[config.mk]
export PLATFORM = sky130hd
export DESIGN_NAME = reversible_fifo_queue_unit
export DESIGN_NICKNAME = d
export VERILOG_FILES = /design/src/design/rfq_pkg.sv /design/src/design/rfq_ram.sv /design/src/design/rfq_ctrl.sv /design/src/design/reversible_fifo_queue_unit.sv
export SDC_FILE = /design/constraint.sdc
export NUM_CORES = 2
export LEC_CHECK = 0
export BUFFER_PORTS_ARGS = -buffer_cell sky130_fd_sc_hd__buf_2
export CORE_ASPECT_RATIO = 0.9
export CORE_UTILIZATION = 57
export CTS_CLUSTER_SIZE = 28
export DETAILED_ROUTE_END_ITERATION = 7
export PLACE_DENSITY = 0.76
export SYNTH_ARGS = -nofsm -noshare
export SYNTH_HDL_FRONTEND = slang
export SYNTH_SLANG_ARGS = --single-unit
[constraint.sdc]
create_clock -name clk -period 5.8 [get_ports clk]
set_input_delay 0.29 -clock clk [delete_from_list [all_inputs] [get_ports clk]]
set_output_delay 0.29 -clock clk [all_outputs]
set_load 0.005 [all_outputs]
[src/design/rfq_pkg.sv]
`default_nettype none

package rfq_pkg;

	localparam int unsigned DEPTH = 64;
	localparam int unsigned AW    = $clog2(DEPTH);
	localparam int unsigned CW    = $clog2(DEPTH + 1);
	localparam int unsigned DW    = 32;

	localparam logic [1:0] OP_ENQ  = 2'd0;
	localparam logic [1:0] OP_DISP = 2'd1;
	localparam logic [1:0] OP_REV  = 2'd2;
	localparam logic [1:0] OP_NONE = 2'd3;

	localparam logic [1:0] STAT_OK    = 2'd0;
	localparam logic [1:0] STAT_OVF   = 2'd1;
	localparam logic [1:0] STAT_EMPTY = 2'd2;

	typedef struct packed {
		logic                 we;
		logic [AW-1:0]        waddr;
		logic signed [DW-1:0] wdata;
		logic [AW-1:0]        raddr_a;
		logic [AW-1:0]        raddr_b;
	} mem_req_t;

	typedef struct packed {
		logic signed [DW-1:0] rdata_a;
		logic signed [DW-1:0] rdata_b;
	} mem_rsp_t;

endpackage

`default_nettype wire

[src/design/rfq_ram.sv]
`default_nettype none

module rfq_ram (
	input  wire logic              clk,
	input  wire rfq_pkg::mem_req_t req,
	output rfq_pkg::mem_rsp_t      rsp
);

	logic signed [rfq_pkg::DW-1:0] mem_q [rfq_pkg::DEPTH];
	logic signed [rfq_pkg::DW-1:0] rdata_a_q;
	logic signed [rfq_pkg::DW-1:0] rdata_b_q;

	always_ff @(posedge clk) begin
		if (req.we) begin
			mem_q[req.waddr] <= req.wdata;
		end
		rdata_a_q <= mem_q[req.raddr_a];
		rdata_b_q <= mem_q[req.raddr_b];
	end

	assign rsp.rdata_a = rdata_a_q;
	assign rsp.rdata_b = rdata_b_q;

endmodule

`default_nettype wire

[src/design/rfq_ctrl.sv]
`default_nettype none

module rfq_ctrl (
	input  wire logic                        clk,
	input  wire logic                        arst_n,
	input  wire logic                        start,
	output logic                             busy,
	input  wire logic [1:0]                  opcode,
	input  wire logic signed [rfq_pkg::DW-1:0] data_in,
	output logic                             strobe,
	output logic signed [rfq_pkg::DW-1:0]    data_out,
	output logic [1:0]                       status,
	output logic                             last,
	output rfq_pkg::mem_req_t                req,
	input  wire rfq_pkg::mem_rsp_t           rsp
);

	typedef enum logic [5:0] {
		ST_IDLE  = 6'b000001,
		ST_DISP  = 6'b000010,
		ST_DRAIN = 6'b000100,
		ST_SW_RD = 6'b001000,
		ST_SW_WA = 6'b010000,
		ST_SW_WB = 6'b100000
	} state_t;

	state_t                        state_q;
	logic [rfq_pkg::CW-1:0]        count_q;
	logic [rfq_pkg::AW-1:0]        lo_q;
	logic [rfq_pkg::AW-1:0]        hi_q;
	logic signed [rfq_pkg::DW-1:0] tmp_q;
	logic                          disp_v_s1;
	logic                          last_s1;
	logic                          strobe_q;
	logic signed [rfq_pkg::DW-1:0] data_q;
	logic [1:0]                    status_q;
	logic                          last_q;

	logic       accept;
	logic       full;
	logic       lo_last;
	logic       sw_done;
	logic       res_v;
	logic [1:0] res_st;

	assign accept  = start && (state_q == ST_IDLE);
	assign full    = (count_q == rfq_pkg::CW'(rfq_pkg::DEPTH));
	assign lo_last = ((rfq_pkg::CW'(lo_q) + rfq_pkg::CW'(1)) == count_q);
	assign sw_done = (rfq_pkg::CW'(hi_q) <= (rfq_pkg::CW'(lo_q) + rfq_pkg::CW'(2)));

	always_comb begin
		req.we      = 1'b0;
		req.waddr   = lo_q;
		req.wdata   = tmp_q;
		req.raddr_a = lo_q;
		req.raddr_b = hi_q;
		res_v       = 1'b0;
		res_st      = rfq_pkg::STAT_OK;
		case (state_q)
			ST_IDLE: begin
				if (accept) begin
					case (opcode)
						rfq_pkg::OP_ENQ: begin
							res_v = 1'b1;
							if (full) begin
								res_st = rfq_pkg::STAT_OVF;
							end else begin
								req.we    = 1'b1;
								req.waddr = count_q[rfq_pkg::AW-1:0];
								req.wdata = data_in;
							end
						end
						rfq_pkg::OP_DISP: begin
							if (count_q == '0) begin
								res_v  = 1'b1;
								res_st = rfq_pkg::STAT_EMPTY;
							end
						end
						rfq_pkg::OP_REV: begin
							if (count_q == '0) begin
								res_v  = 1'b1;
								res_st = rfq_pkg::STAT_EMPTY;
							end else if (count_q == rfq_pkg::CW'(1)) begin
								res_v = 1'b1;
							end
						end
						default: begin
							res_v = 1'b0;
						end
					endcase
				end
			end
			ST_SW_WA: begin
				req.we    = 1'b1;
				req.waddr = lo_q;
				req.wdata = rsp.rdata_b;
			end
			ST_SW_WB: begin
				req.we    = 1'b1;
				req.waddr = hi_q;
				req.wdata = tmp_q;
				res_v     = sw_done;
			end
			default: begin
				req.we = 1'b0;
			end
		endcase
	end

	always_ff @(posedge clk or negedge arst_n) begin
		if (!arst_n) begin
			state_q   <= ST_IDLE;
			count_q   <= '0;
			disp_v_s1 <= 1'b0;
			strobe_q  <= 1'b0;
		end else begin
			disp_v_s1 <= (state_q == ST_DISP);
			strobe_q  <= res_v || disp_v_s1;
			case (state_q)
				ST_IDLE: begin
					if (accept) begin
						case (opcode)
							rfq_pkg::OP_ENQ: begin
								if (!full) begin
									count_q <= count_q + rfq_pkg::CW'(1);
								end
							end
							rfq_pkg::OP_DISP: begin
								if (count_q != '0) begin
									state_q <= ST_DISP;
								end
							end
							rfq_pkg::OP_REV: begin
								if (count_q > rfq_pkg::CW'(1)) begin
									state_q <= ST_SW_RD;
								end
							end
							default: begin
								state_q <= ST_IDLE;
							end
						endcase
					end
				end
				ST_DISP: begin
					if (lo_last) begin
						state_q <= ST_DRAIN;
					end
				end
				ST_DRAIN: begin
					state_q <= ST_IDLE;
				end
				ST_SW_RD: begin
					state_q <= ST_SW_WA;
				end
				ST_SW_WA: begin
					state_q <= ST_SW_WB;
				end
				ST_SW_WB: begin
					state_q <= sw_done ? ST_IDLE : ST_SW_RD;
				end
				default: begin
					state_q <= ST_IDLE;
				end
			endcase
		end
	end

	always_ff @(posedge clk) begin
		if (accept) begin
			lo_q <= '0;
			hi_q <= rfq_pkg::AW'(count_q - rfq_pkg::CW'(1));
		end else if (state_q == ST_DISP) begin
			lo_q <= lo_q + rfq_pkg::AW'(1);
		end else if ((state_q == ST_SW_WB) && !sw_done) begin
			lo_q <= lo_q + rfq_pkg::AW'(1);
			hi_q <= hi_q - rfq_pkg::AW'(1);
		end
		if (state_q == ST_SW_WA) begin
			tmp_q <= rsp.rdata_a;
		end
		last_s1  <= lo_last;
		data_q   <= disp_v_s1 ? rsp.rdata_a : '0;
		status_q <= disp_v_s1 ? rfq_pkg::STAT_OK : res_st;
		last_q   <= disp_v_s1 ? last_s1 : 1'b1;
	end

	assign busy     = (state_q != ST_IDLE);
	assign strobe   = strobe_q;
	assign data_out = data_q;
	assign status   = status_q;
	assign last     = last_q;

endmodule

`default_nettype wire

[src/design/reversible_fifo_queue_unit.sv]
`default_nettype none

// Bounded queue of signed 32-bit words with enqueue, display and reverse requests.
// A request is taken at a rising edge where start is high and busy is low; opcode
// selects the operation and data_in carries the word for an enqueue.
// Every result is shown for exactly one cycle with strobe high, together with
// data_out, status and last; last marks the final result of a request.
// Enqueue never raises busy and its result appears in the cycle after the request.
// Display of n stored words keeps busy high through its read and drain states;
// each word passes the store read register and then the output register, so the
// first word comes later than an enqueue result; the rest follow one per cycle.
// Reverse swaps the outer pairs one at a time, each by a read of both entries and
// then one write to each, so busy stays high for floor(n / 2) swaps and the single
// result follows.
// An empty queue gives one result with the empty status for display or reverse.
// The unused opcode is taken but gives no result and changes nothing.
// Reset empties the queue at once; the stored words are not cleared because only
// written positions are ever read. The receiver cannot stall results.
module reversible_fifo_queue_unit (
	input  wire logic                          clk,
	input  wire logic                          arst_n,
	input  wire logic                          start,
	output logic                               busy,
	input  wire logic [1:0]                    opcode,
	input  wire logic signed [rfq_pkg::DW-1:0] data_in,
	output logic                               strobe,
	output logic signed [rfq_pkg::DW-1:0]      data_out,
	output logic [1:0]                         status,
	output logic                               last
);

	rfq_pkg::mem_req_t mem_req;
	rfq_pkg::mem_rsp_t mem_rsp;

	rfq_ctrl u_ctrl (
		.clk      (clk),
		.arst_n   (arst_n),
		.start    (start),
		.busy     (busy),
		.opcode   (opcode),
		.data_in  (data_in),
		.strobe   (strobe),
		.data_out (data_out),
		.status   (status),
		.last     (last),
		.req      (mem_req),
		.rsp      (mem_rsp)
	);

	rfq_ram u_ram (
		.clk (clk),
		.req (mem_req),
		.rsp (mem_rsp)
	);

endmodule

`default_nettype wire

==> results.tsv <==
metric	value	unit
Clock Path Buffers	3	
clock insertion delay at the later pin of the skew report	0.88	ns
number of CTS-inserted buffers	207	
synth unique cells	75	
top layer reached by signal wires	met5	
Die Ht	399	µm
HP Start	data_in[14]	
average via count per standard cell	7.81	
top area cells in the synthesized netlist	sky130_fd_sc_hd__edfxtp_1 63%, sky130_fd_sc_hd__mux4_2 19%, sky130_fd_sc_hd__mux2i_1 4.1%	
global-route wire length before repair	455000	µm
Critical R2R Launch	u_ctrl.count_q[0]$_DFFE_PN0P_	
filler-free cell count of the finished design	7980	
mapped cell area	99700	µm²
most common flop cell mapped by yosys	sky130_fd_sc_hd__edfxtp_1	
maximum VDD drop	508	µV
quantity of I/O buffers inserted on ports	73	
via count	62300	
metal3 WL	53400	µm
max-capacitance violation count	0	
standard cell core area	174000	µm²
final core utilization	0.639	
Root Buffer Master	sky130_fd_sc_hd__clkbuf_16	
TritonCTS clock tree	done	
Worst Reg2Reg Path Length in Cells	10	
critical path class	register to register	
Worst-Margin Slew	1.43	ns
total routed wire length on the met1 layer	109000	µm
count of flip-flops with a built-in enable after synthesis	2086	
category of the worst setup path capture point	register	
post_cts resized	0	
post-synthesis instance total	5396	
Worst Hold Depth	3	
RSZ-0062 raised after global routing	no	
most common cell after layout, fill and taps aside	sky130_fd_sc_hd__edfxtp_1	
synthesized area divided by synthesized cell count	18.5	µm²
standard-cell row count	145	
pin count of the biggest net entering global routing	113	
DR pass1 iterations	8	
overall track demand over capacity in global routing	0.370	
P_leak	0.0343	µW
# nets final	5568	
number of antenna violations at the first check in global routing	31	
register area share after synthesis	0.653	
Pwr Density	422	nW/µm²
largest area contributor in the netlist	sky130_fd_sc_hd__edfxtp_1	
starting density of the core	0.574	
maximum level of the CTS H-tree	4	
worst clock skew	0.0369	ns
1st-iter DRT viols	11200	
top cell type's share of synthesized area	0.628	
synth warn	0	
highest clock frequency the design can meet	0.198	GHz
Ports	74	
Total Wirelength	327000	µm
drc violations	0	
Final Total Pwr	46800	µW
maximum fanout encountered on the critical timing path	22	
final setup violation count	0	
Worst R2R End	u_ram.mem_q[42][29]$_DFFE_PP_	
Layout Area Growth over Synthesis	11.2	%
remaining antenna violation count	0	
arrival time of data at the critical path endpoint	5.62	ns
Critical Path Source	u_ctrl.count_q[0]$_DFFE_PN0P_	
Finished Cell Area	111000	µm²
register bit count reported by yosys	2207	
Worst R2R Setup Slack	0.76	ns
Final Max Tran Viols	0	
final period demand of the worst path	5.04	ns
result of the run	completed	
highest-count cells in the layout ignoring fill and taps	2,086 x sky130_fd_sc_hd__edfxtp_1, 845 x sky130_fd_sc_hd__mux4_2, 406 x sky130_fd_sc_hd__mux2i_1	
clock sinks	2207	
type of the most critical hold path	input port to register	
clock-pin slew of the registers on the worst-case setup and hold paths	0.06	ns
detailed-routed wire length on met2	140000	µm
Critical Path Start Type	register	
Die Footprint	177000	µm²
WHS Endpoint	u_ram.mem_q[1][14]$_DFFE_PP_	
final worst-path cycle share	0.870	
die width	443	µm
final hold violation count	0	
proportion of synthesized flip-flops having asynchronous set or reset	0.00680	
RePlAce Congestion	0.988	
Placement Cell Area	104000	µm²
number of global-route vias before repair	60700	
leftover overflow at the end of global routing	0	
placed cells	7576	
required time of the critical path	6.38	ns
share of cells above drive strength 1	0.291	
Detailed Place HPWL	199000	µm
drt wl/cell	41.0	µm
Relative slew margins	0.0451	
Mapped Nets	5450	
==> metrics by stage <==
stage               hold slack, ns  worst slack (ns)  setup TNS [ns]
global placement             0.250              1.09               0
global route                 0.276             0.658               0
finish                       0.243             0.755               0
floorplan                 -0.00559          -0.00400          -0.128
CTS                          0.199             0.962               0
detailed placement           0.243             0.988               0
==> cell families after synthesis <==
logic type / Yosys count / share of synthesized area
adder cells (fa/ha/maj): 17 / 0.00213
AO/OA/AOI/OAI: 908 / 0.0628
XOR/XNOR: 21 / 0.00184
multiplexers: 1297 / 0.237
flip-flops: 2207 / 0.653
AND/OR/NAND/NOR: 507 / 0.0251
buffers and inverters: 439 / 0.0180
==> where the power goes <==
part           internal (µW)  leakage (µW)  switching, µW
logic                   5890        0.0112           8850
clock network           7440       0.00324           6020
registers              18300        0.0198            353
total                  31600        0.0343          15200
==> timing repair <==
| item | in CTS | in global routing |
|---|---|---|
| hold buffers | 6 | 0 |
| hold endpoints to repair | 21 | 0 |
| buffers inserted | 0 | 0 |
| endpoints found under the setup margin | 0 | 0 |
==> sequential cells by signal, indices dropped and copies added, names as in the netlist, 7 cells and up <==
register / count
u_ram.rdata_b_q: 32
u_ram.mem_q: 2048
u_ram.rdata_a_q: 32
u_ctrl.tmp_q: 32
u_ctrl.count_q: 7
u_ctrl.data_out: 32
==> cell usage after synthesis (71+ instances only) <==
cell,number
sky130_fd_sc_hd__edfxtp_1,2086
sky130_fd_sc_hd__mux4_2,845
sky130_fd_sc_hd__mux2i_1,406
sky130_fd_sc_hd__clkbuf_1,237
sky130_fd_sc_hd__a22oi_1,206
sky130_fd_sc_hd__o21ai_0,177
sky130_fd_sc_hd__nand2_1,151
sky130_fd_sc_hd__a21oi_1,144
sky130_fd_sc_hd__nor2_1,134
sky130_fd_sc_hd__dfxtp_1,106
sky130_fd_sc_hd__buf_2,102
sky130_fd_sc_hd__buf_1,82
sky130_fd_sc_hd__a221oi_1,71
==> critical path, cell delays in order, from the launching register on <==
cell	delay, ns
sky130_fd_sc_hd__dfrtp_1	0.44
sky130_fd_sc_hd__inv_1	0.21
sky130_fd_sc_hd__ha_1	0.21
sky130_fd_sc_hd__nor3b_1	0.73
sky130_fd_sc_hd__a311oi_4	0.32
sky130_fd_sc_hd__buf_4	0.33
sky130_fd_sc_hd__nor2_1	0.30
sky130_fd_sc_hd__a21o_1	0.31
sky130_fd_sc_hd__nand4_1	0.46
sky130_fd_sc_hd__nor2_4	1.12
sky130_fd_sc_hd__buf_4	0.31
==> layer usage <==
metal,vias to the layer above,global-route usage
li1,23300,-
met1,31800,0.489
met2,6092,0.520
met3,1119,0.132
met4,34,0.243
met5,-,0
==> worst max-delay path by stage <==
stage,end,depth (start not counted),slack [ns]
3_3_place_gp,u_ram.mem_q[36][28]$_DFFE_PP_,10,1.09
4_1_cts,u_ram.mem_q[39][1]$_DFFE_PP_,10,0.96
5_1_grt,u_ram.mem_q[42][10]$_DFFE_PP_,10,0.66
3_5_place_dp,u_ram.mem_q[39][7]$_DFFE_PP_,10,0.99
2_1_floorplan,u_ram.mem_q[57][0]$_DFFE_PP_,8,-0.004
6_report,u_ram.mem_q[42][29]$_DFFE_PP_,10,0.76
==> cell type report <==
class / count / area [µm²]
diodes: 9 / 22.5
clock buffers: 273 / 5620
clock inverters: 115 / 1000
fillers: 11400 / 62800
inverters: 12 / 45.0
multi-input cells: 2750 / 33400
flip-flops and latches: 2207 / 65200
well taps: 2278 / 2850
repair buffers: 336 / 2740
Note: power is estimated with default switching activity, not from simulation.
